File: src/rtl/core/piecewise_linear_density_lookup_assert.svh
// ----------------------------------------------------------------------------
// Assertion macros for the piecewise-linear density lookup
// Short forms for the concurrent checks at the end of the top level.
// ----------------------------------------------------------------------------
`ifndef PIECEWISE_LINEAR_DENSITY_LOOKUP_ASSERT_SVH
`define PIECEWISE_LINEAR_DENSITY_LOOKUP_ASSERT_SVH

// Same-cycle implication under a synchronous reset.
`define PLD_ASSERT_IMP(label, clk, rst, ante, cons) \
   label: assert property (@(posedge clk) disable iff (rst) (ante) |-> (cons)) \
      else $error("pld check failed");

// Next-cycle implication under a synchronous reset.
`define PLD_ASSERT_NXT(label, clk, rst, ante, cons) \
   label: assert property (@(posedge clk) disable iff (rst) (ante) |=> (cons)) \
      else $error("pld check failed");

`endif

File: src/rtl/core/pld_pkg.sv
// ----------------------------------------------------------------------------
// pld_pkg
// Widths, codes and types shared by the density lookup modules.
// ----------------------------------------------------------------------------
package pld_pkg;

   localparam int MAX_POINTS_DEFAULT = 16;

   localparam int HU_W    = 16;
   localparam int DENS_W  = 24;
   localparam int INDEX_W = 4;
   localparam int COUNT_W = 5;
   localparam int PROD_W  = HU_W + DENS_W;
   localparam int REQ_DATA_W = 48;

   localparam logic MODE_QUERY = 1'b0;
   localparam logic MODE_LOAD  = 1'b1;

   typedef struct packed {
      logic signed [HU_W-1:0] hu;
      logic [DENS_W-1:0]      dens;
   } bp_entry_type;

   typedef struct packed {
      logic busy;
      logic done;
   } div_status_type;

   typedef enum logic [2:0] {
      ST_IDLE,
      ST_SCAN,
      ST_CHECK,
      ST_MUL,
      ST_DIV_GO,
      ST_DIV_WAIT,
      ST_DONE
   } state_type;

endpackage

File: src/rtl/core/pld_table.sv
// ----------------------------------------------------------------------------
// pld_table
// Breakpoint store: one write port, one registered read port.
// ----------------------------------------------------------------------------
module pld_table
   import pld_pkg::*;
#(
   parameter int DEPTH = MAX_POINTS_DEFAULT
) (
   input  logic                     clock,
   input  logic                     wr_en,
   input  logic [$clog2(DEPTH)-1:0] wr_addr,
   input  bp_entry_type             wr_data,
   input  logic                     rd_en,
   input  logic [$clog2(DEPTH)-1:0] rd_addr,
   output bp_entry_type             rd_data
);

   bp_entry_type mem [DEPTH];
   bp_entry_type rd_data_ff;

   always_ff @(posedge clock) begin
      if (wr_en) begin
         mem[wr_addr] <= wr_data;
      end
   end

   always_ff @(posedge clock) begin
      if (rd_en) begin
         rd_data_ff <= mem[rd_addr];
      end
   end

   assign rd_data = rd_data_ff;

endmodule

File: src/rtl/core/pld_divider.sv
// ----------------------------------------------------------------------------
// pld_divider
// Restoring radix-2 divider, one quotient bit per cycle. The quotient is
// known to fit DENS_W bits, so the upper dividend bits seed the remainder.
// ----------------------------------------------------------------------------
module pld_divider
   import pld_pkg::*;
(
   input  logic                clock,
   input  logic                reset,
   input  logic                start,
   input  logic [PROD_W-1:0]   dividend,
   input  logic [HU_W-1:0]     divisor,
   output logic [DENS_W-1:0]   quotient,
   output div_status_type      status
);

   localparam int STEP_W = $clog2(DENS_W);

   logic [HU_W-1:0]   rem_ff, rem_in;
   logic [DENS_W-1:0] sh_ff, sh_in;
   logic [HU_W-1:0]   den_ff, den_in;
   logic [STEP_W-1:0] step_ff, step_in;
   logic              busy_ff, busy_in;
   logic              done_ff, done_in;

   always_comb begin
      logic [HU_W:0] trial;
      logic          fits;
      trial   = {rem_ff, sh_ff[DENS_W-1]};
      fits    = trial >= {1'b0, den_ff};
      rem_in  = rem_ff;
      sh_in   = sh_ff;
      den_in  = den_ff;
      step_in = step_ff;
      busy_in = busy_ff;
      done_in = 1'b0;
      if (start) begin
         rem_in  = dividend[PROD_W-1:DENS_W];
         sh_in   = dividend[DENS_W-1:0];
         den_in  = divisor;
         step_in = '0;
         busy_in = 1'b1;
      end else if (busy_ff) begin
         // shift in the next dividend bit, subtract when it fits
         if (fits) begin
            rem_in = HU_W'(trial - {1'b0, den_ff});
         end else begin
            rem_in = trial[HU_W-1:0];
         end
         sh_in   = {sh_ff[DENS_W-2:0], fits};
         step_in = step_ff + 1'b1;
         if (step_ff == STEP_W'(DENS_W - 1)) begin
            busy_in = 1'b0;
            done_in = 1'b1;
         end
      end
   end

   always_ff @(posedge clock) begin
      if (reset) begin
         busy_ff <= 1'b0;
         done_ff <= 1'b0;
         step_ff <= '0;
      end else begin
         busy_ff <= busy_in;
         done_ff <= done_in;
         step_ff <= step_in;
      end
   end

   always_ff @(posedge clock) begin
      rem_ff <= rem_in;
      sh_ff  <= sh_in;
      den_ff <= den_in;
   end

   assign quotient    = sh_ff;
   assign status.busy = busy_ff;
   assign status.done = done_ff;

endmodule

File: src/rtl/core/piecewise_linear_density_lookup.sv
// Load transaction: written to the table in the accept cycle, next one taken right after.
// Query path: every breakpoint scanned passes ST_SCAN then ST_CHECK on the single
//   table read port; a bracketed hit then runs ST_MUL, ST_DIV_GO and ST_DIV_WAIT.
// Out-of-range and first-breakpoint hits skip the multiply and divide.
// Reset: control cleared, point_count back to 1; table contents are kept, not cleared.
// ----------------------------------------------------------------------------
// piecewise_linear_density_lookup
// HU to density by linear interpolation over a loadable breakpoint table,
// with a sequential search and an iterative divider.
// ----------------------------------------------------------------------------
module piecewise_linear_density_lookup
   import pld_pkg::*;
#(
   parameter int MAX_POINTS = MAX_POINTS_DEFAULT
) (
   input  logic                  clock,
   input  logic                  reset,
   // configuration: point_count
   input  logic                  csr_valid,
   output logic                  csr_ready,
   input  logic [COUNT_W-1:0]    csr_data,
   // request stream
   input  logic                  req_tvalid,
   output logic                  req_tready,
   input  logic [REQ_DATA_W-1:0] req_tdata,  // hu[15:0], index[19:16], density_value[43:20]
   input  logic                  req_tuser,  // mode
   // response stream
   output logic                  rsp_tvalid,
   input  logic                  rsp_tready,
   output logic [DENS_W-1:0]     rsp_tdata,  // density[23:0]
   output logic                  rsp_tuser   // out_of_range
);

   localparam int ADDR_W = $clog2(MAX_POINTS);
   localparam int CNT_W  = $clog2(MAX_POINTS + 1);

   state_type state_ff, state_in;

   logic [COUNT_W-1:0]     point_count_ff, point_count_in;
   logic signed [HU_W-1:0] x_ff, x_in;
   logic [CNT_W-1:0]       n_ff, n_in;
   logic [CNT_W-1:0]       idx_ff, idx_in;
   logic signed [HU_W-1:0] x1_ff, x1_in;
   logic signed [HU_W-1:0] x2_ff, x2_in;
   logic [DENS_W-1:0]      y1_ff, y1_in;
   logic [HU_W-1:0]        dx_ff, dx_in;
   logic [HU_W-1:0]        den_ff, den_in;
   logic [DENS_W-1:0]      mag_ff, mag_in;
   logic                   neg_ff, neg_in;
   logic [PROD_W-1:0]      prod_ff, prod_in;
   logic [DENS_W-1:0]      res_dens_ff, res_dens_in;
   logic                   res_oor_ff, res_oor_in;
   logic                   rsp_valid_ff, rsp_valid_in;
   logic [DENS_W-1:0]      rsp_dens_ff, rsp_dens_in;
   logic                   rsp_oor_ff, rsp_oor_in;

   logic                   req_accept;
   logic signed [HU_W-1:0] req_hu;
   logic [INDEX_W-1:0]     req_index;
   logic [DENS_W-1:0]      req_dens;

   logic                   tbl_wr_en;
   bp_entry_type           tbl_wr_data;
   logic                   tbl_rd_en;
   bp_entry_type           tbl_rd_data;

   logic                   div_start;
   logic [DENS_W-1:0]      div_quot;
   div_status_type         div_status;

   logic                   rsp_free;

   assign req_hu     = req_tdata[HU_W-1:0];
   assign req_index  = req_tdata[HU_W+INDEX_W-1:HU_W];
   assign req_dens   = req_tdata[HU_W+INDEX_W+DENS_W-1:HU_W+INDEX_W];

   assign req_tready = (state_ff == ST_IDLE);
   assign req_accept = req_tvalid && req_tready;
   assign csr_ready  = 1'b1;
   assign rsp_free   = !rsp_valid_ff || rsp_tready;

   assign tbl_wr_en        = req_accept && (req_tuser == MODE_LOAD) &&
                             (32'(req_index) < MAX_POINTS);
   assign tbl_wr_data.hu   = req_hu;
   assign tbl_wr_data.dens = req_dens;
   assign tbl_rd_en        = (state_ff == ST_SCAN);

   pld_table #(
      .DEPTH (MAX_POINTS)
   ) u_table (
      .clock   (clock),
      .wr_en   (tbl_wr_en),
      .wr_addr (ADDR_W'(req_index)),
      .wr_data (tbl_wr_data),
      .rd_en   (tbl_rd_en),
      .rd_addr (idx_ff[ADDR_W-1:0]),
      .rd_data (tbl_rd_data)
   );

   pld_divider u_divider (
      .clock    (clock),
      .reset    (reset),
      .start    (div_start),
      .dividend (prod_ff),
      .divisor  (den_ff),
      .quotient (div_quot),
      .status   (div_status)
   );

   always_comb begin
      logic signed [HU_W:0]   diff_x;
      logic signed [HU_W:0]   diff_den;
      logic signed [DENS_W:0] dy;
      logic signed [DENS_W:0] dy_neg;
      logic                   hit;
      diff_x   = 17'(x_ff) - 17'(x1_ff);
      diff_den = 17'(tbl_rd_data.hu) - 17'(x1_ff);
      dy       = {1'b0, tbl_rd_data.dens} - {1'b0, y1_ff};
      dy_neg   = -dy;
      hit      = tbl_rd_data.hu >= x_ff;

      state_in       = state_ff;
      point_count_in = point_count_ff;
      x_in           = x_ff;
      n_in           = n_ff;
      idx_in         = idx_ff;
      x1_in          = x1_ff;
      x2_in          = x2_ff;
      y1_in          = y1_ff;
      dx_in          = dx_ff;
      den_in         = den_ff;
      mag_in         = mag_ff;
      neg_in         = neg_ff;
      prod_in        = prod_ff;
      res_dens_in    = res_dens_ff;
      res_oor_in     = res_oor_ff;
      rsp_valid_in   = rsp_valid_ff;
      rsp_dens_in    = rsp_dens_ff;
      rsp_oor_in     = rsp_oor_ff;
      div_start      = 1'b0;

      if (csr_valid && csr_ready) begin
         point_count_in = csr_data;
      end

      if (rsp_valid_ff && rsp_tready) begin
         rsp_valid_in = 1'b0;
      end

      case (state_ff)
         ST_IDLE: begin
            if (req_accept && (req_tuser == MODE_QUERY)) begin
               x_in   = req_hu;
               idx_in = '0;
               // zero means one breakpoint, clamp at the table depth
               if (point_count_ff == '0) begin
                  n_in = CNT_W'(1);
               end else if (32'(point_count_ff) > MAX_POINTS) begin
                  n_in = CNT_W'(MAX_POINTS);
               end else begin
                  n_in = CNT_W'(point_count_ff);
               end
               state_in = ST_SCAN;
            end
         end
         ST_SCAN: begin
            state_in = ST_CHECK;
         end
         ST_CHECK: begin
            if (hit) begin
               if (idx_ff == '0) begin
                  res_oor_in  = (tbl_rd_data.hu != x_ff);
                  res_dens_in = (tbl_rd_data.hu == x_ff) ? tbl_rd_data.dens : '0;
                  state_in    = ST_DONE;
               end else begin
                  x2_in    = tbl_rd_data.hu;
                  dx_in    = diff_x[HU_W-1:0];
                  den_in   = diff_den[HU_W-1:0];
                  neg_in   = dy[DENS_W];
                  mag_in   = dy[DENS_W] ? dy_neg[DENS_W-1:0] : dy[DENS_W-1:0];
                  state_in = ST_MUL;
               end
            end else begin
               // slide the window: this entry becomes the lower neighbor
               x1_in = tbl_rd_data.hu;
               y1_in = tbl_rd_data.dens;
               if (CNT_W'(idx_ff + 1'b1) == n_ff) begin
                  res_oor_in  = 1'b1;
                  res_dens_in = '0;
                  state_in    = ST_DONE;
               end else begin
                  idx_in   = idx_ff + 1'b1;
                  state_in = ST_SCAN;
               end
            end
         end
         ST_MUL: begin
            prod_in  = PROD_W'(dx_ff) * PROD_W'(mag_ff);
            state_in = ST_DIV_GO;
         end
         ST_DIV_GO: begin
            div_start = 1'b1;
            state_in  = ST_DIV_WAIT;
         end
         ST_DIV_WAIT: begin
            if (div_status.done) begin
               res_dens_in = neg_ff ? (y1_ff - div_quot) : (y1_ff + div_quot);
               res_oor_in  = 1'b0;
               state_in    = ST_DONE;
            end
         end
         ST_DONE: begin
            if (rsp_free) begin
               rsp_valid_in = 1'b1;
               rsp_dens_in  = res_dens_ff;
               rsp_oor_in   = res_oor_ff;
               state_in     = ST_IDLE;
            end
         end
         default: begin
            state_in = ST_IDLE;
         end
      endcase
   end

   always_ff @(posedge clock) begin
      if (reset) begin
         state_ff       <= ST_IDLE;
         point_count_ff <= COUNT_W'(1);
         rsp_valid_ff   <= 1'b0;
      end else begin
         state_ff       <= state_in;
         point_count_ff <= point_count_in;
         rsp_valid_ff   <= rsp_valid_in;
      end
   end

   always_ff @(posedge clock) begin
      x_ff        <= x_in;
      n_ff        <= n_in;
      idx_ff      <= idx_in;
      x1_ff       <= x1_in;
      x2_ff       <= x2_in;
      y1_ff       <= y1_in;
      dx_ff       <= dx_in;
      den_ff      <= den_in;
      mag_ff      <= mag_in;
      neg_ff      <= neg_in;
      prod_ff     <= prod_in;
      res_dens_ff <= res_dens_in;
      res_oor_ff  <= res_oor_in;
      rsp_dens_ff <= rsp_dens_in;
      rsp_oor_ff  <= rsp_oor_in;
   end

   assign rsp_tvalid = rsp_valid_ff;
   assign rsp_tdata  = rsp_dens_ff;
   assign rsp_tuser  = rsp_oor_ff;

   `include "piecewise_linear_density_lookup_assert.svh"

   `PLD_ASSERT_IMP(a_done_only_waiting, clock, reset, div_status.done, state_ff == ST_DIV_WAIT)
   `PLD_ASSERT_IMP(a_oor_zero_density, clock, reset, rsp_valid_ff && rsp_oor_ff, rsp_dens_ff == '0)
   `PLD_ASSERT_IMP(a_mul_bracketed, clock, reset, state_ff == ST_MUL, (x1_ff < x_ff) && (x_ff <= x2_ff))
   `PLD_ASSERT_NXT(a_load_stays_idle, clock, reset, req_accept && (req_tuser == MODE_LOAD), state_ff == ST_IDLE)

endmodule

File: config.mk
export PLATFORM = sky130hd
export DESIGN_NAME = piecewise_linear_density_lookup
export DESIGN_NICKNAME = d
export VERILOG_FILES = /design/src/rtl/core/pld_pkg.sv /design/src/rtl/core/pld_table.sv /design/src/rtl/core/pld_divider.sv /design/src/rtl/core/piecewise_linear_density_lookup.sv
export VERILOG_INCLUDE_DIRS = /design/src /design/src/rtl/core
export SDC_FILE = /design/constraint.sdc
export NUM_CORES = 2
export LEC_CHECK = 0
export ABC_AREA = 1
export BUFFER_PORTS_ARGS = -buffer_cell sky130_fd_sc_hd__buf_2
export CORE_MARGIN = 8
export CORE_UTILIZATION = 44
export CTS_BUF_LIST = sky130_fd_sc_hd__clkbuf_16
export DETAILED_ROUTE_END_ITERATION = 7
export GPL_TIMING_DRIVEN = 0
export HOLD_SLACK_MARGIN = 0.15
export PLACE_DENSITY_LB_ADDON = 0.15
export SYNTH_ARGS = -nofsm -noshare
export SYNTH_HDL_FRONTEND = slang
export SYNTH_SLANG_ARGS = --single-unit
File: constraint.sdc
create_clock -name clock -period 7.5 [get_ports clock]
set_clock_uncertainty 0.05 [all_clocks]
set_input_delay 1.5 -clock clock [delete_from_list [all_inputs] [get_ports clock]]
set_output_delay 1.5 -clock clock [all_outputs]
set_load 0.02 [all_outputs]
==> results.ini <==
[sta]
rsz0062_at_grt=false
timing.final.crit_share_pct=96.0
hold_viol=0
timing.max_slew.rel_slack_pct=22.3
setup_viol_count_final=0
setup_ws_ns=0.296
setup_tns_ns=0
timing.final.max_slew_violations=0
min_period_ns=7.20
final.hold.worst_slack_ns=0.363
achievable_frequency_mhz=139
tightestPinTransition_ns=1.16

[detailed_routing]
drtPass1Iterations=8
antenna_left=0
drc_errors=0
total_routed_length_um=164000
route.detailed.vias_per_inst=5.42
first_iter_violations=3358
wire_per_inst_um=22.9
detailroute.via_count=38800

[synthesis]
synthMostInstantiatedCell=nand2_1
most_instantiated_cells_after_synthesis=1099 x nand2_1, 949 x edfxtp_1, 790 x inv_1
synth_sequential_area_ratio_pct=52.7
instance_count_of_the_mapped_netlist=5225
post-synth-top-area-fraction_pct=52.1
netlist_area_um2=54700
post-synth-top-area-cell=edfxtp_1
synth_cell_type_count=54
synthesis.nets=5823
synth_top_cells_by_area=edfxtp_1 52%, fa_1 11%, nand2_1 7.5%
yosys_register_bits=965
yosys_warnings=0
synth_edf_count=949
synth-main-ff-cell=edfxtp_1
synth.avg_cell_area_um2=10.5
synth_async_sr_flop_share_pct=0

[floorplanning]
fp-row-count=129
floorplan.die_area_um2=136000
core_region_area_um2=123000
die_x_um=369
boundaryPins=87
die_height_um=369
start_util_pct=44.3

[finish]
fillers=11300
nets=6039
final-instance-count-excl-fill=7157
drive_gt1_share_pct=5.85
area.growth.synth_to_final_pct=11.7

[placement]
place_congestion=0.927
dp_worst_setup_slack_ns=0.305
dp_cells=6979
detailedPlacementHpwl_um=122000
place.port_buffers=81

[global_routing]
grt_pass1_wl_um=243000
globalRoute.totalOverflow=0
grt_start_max_net_pins=41
first_global_vias=38700
antenna_found_initial=11
grt.total_usage_pct=23.6

[clock_network]
clk_path_buf_depth=3
numClockSinks=965
post_cts_setup_buffer_count=0
clockRootBuffer=clkbuf_16
clk_latency_ns=0.71
cts_buffer_count=97
cts_tree=yes
clk_pin_slew_ns=0.06
ctsHtreeMaxLevel=3

[critical_path]
critPathMaxStageDelay_ns=0.72
worstPathRequired_ns=7.92
path_cells=clkbuf_1 > clkbuf_1 > nand2_1 > fa_1 > inv_1 > fa_1 > fa_1 > fa_1 > fa_1 > inv_1 > fa_1 > inv_1 > ha_1 > a21oi_1 > inv_1 > a21oi_1 > o21ai_0 > inv_1 > nor2_1 > a211oi_1 > nand3_1 > xor2_1
worst-setup-path-type=reg -> reg
worstPathMaxFanout=10
timing.critical_path.arrival_ns=7.63
critPathMostFrequentCell=fa_1
crit_path_start_kind=flip-flop
crit_buf_inv=7
cp_max_delay_cell=clkbuf_1
endpoint_kind=flip-flop
critical_path.top_delay_family=adder cells

[flow_run]
maxCapViolCount=0

[pwr]
overall_power_uw=14900
ir_worst_vdd_mv=0.210
cellLeakagePower_uw=0.0254
power_per_cell_area_nw_per_um2=244

[min_path]
hold_class=reg -> reg

[run_status]
run_status=complete, no violations

[timing repair]
action	in CTS	in global routing
endpoints found under the setup margin	0	1
gates resized for setup	0	2
hold buffers	0	0
[layout by cell type (no fill, tap or decap), types with 53 or more instances in the layout]
cell type / n
edfxtp_1: 949
ha_1: 228
nand3_1: 168
nand4_1: 56
fa_1: 311
xor2_1: 97
inv_1: 805
clkbuf_1: 196
nor2_1: 325
clkbuf_16: 98
o21ai_0: 344
buf_2: 94
nand2_1: 1098
a21oi_1: 259
o22ai_1: 53
[final timing paths]
kind | start | end | slack (ns) | cells after the start
min reg2reg | den_ff[5] | u_divider.den_ff[5] | 0.36 | 0
min | den_ff[5] | u_divider.den_ff[5] | 0.36 | 0
max reg2reg | mag_ff[15] | prod_ff[36] | 0.30 | 22
max | mag_ff[15] | prod_ff[36] | 0.30 | 22
[registers in the layout, indices dropped and copies added, names as in the netlist, 24 cells and up]
signal / count
prod_ff: 40
y1_ff: 24
u_table.mem: 640
u_divider.quotient: 24
mag_ff: 24
res_dens_ff: 24
u_table.rd_data: 40
rsp_tdata: 24
[layer usage]
layer | part of all wire (%) | global-route usage (%) | vias to the layer above
met5 | 0.034 | 0 | -
met4 | 4.0 | 8.86 | 8
met3 | 6.7 | 3.51 | 342
met2 | 47 | 38.6 | 1395
met1 | 43 | 32.0 | 19200
li1 | - | - | 17900
[worst reg2reg max path, delay by kind of cell (launching register included)]
family	cells	cell delay [ns]
compound gates	4	0.83
xor+xnor	1	0.37
fa+ha+maj	7	3.41
buf+inv	7	1.40
flops	1	0.45
simple gates	3	0.48
[kinds of logic (layout without fill, tap and decap cells)]
family | Yosys count | in the layout | synth area share (%)
flip-flops | 965 | 965 | 52.7
AND/OR/NAND/NOR | 1725 | 1725 | 12.7
buffers and inverters | 1032 | 1325 | 7.14
adder cells (fa/ha/maj) | 539 | 539 | 16.6
other | 1 | 3 | 0.00686
XOR/XNOR | 142 | 142 | 2.27
AO/OA/AOI/OAI | 821 | 821 | 8.54
[power by group]
| part | internal, uW | switching, uW | total [uW] |
|---|---|---|---|
| Combinational | 1280 | 2760 | 4040 |
| Sequential | 6160 | 61.3 | 6230 |
| Clock | 2530 | 2130 | 4660 |
[per-stage QoR]
stage               area [um^2]  utilization [%]
floorplan                 54700                -
detailed placement        58000             47.0
global placement          57100             46.3
CTS                       61100             49.5
global route              61100             49.5
finish                    61100             49.5
[layout make-up]
cell class	instances	area, um^2	share of cell area, %
Sequential cell	965	28800	47.2
Multi-Input combinational cell	3228	22100	36.2
Inverter	806	3030	4.95
Clock buffer	98	2450	4.01
Tap cell	1637	2050	3.35
Timing Repair Buffer	117	1140	1.87
Buffer	226	882	1.44
Clock inverter	78	592	0.969
Antenna cell	2	5.00	0.00819
(Power assumes the default switching activity.)
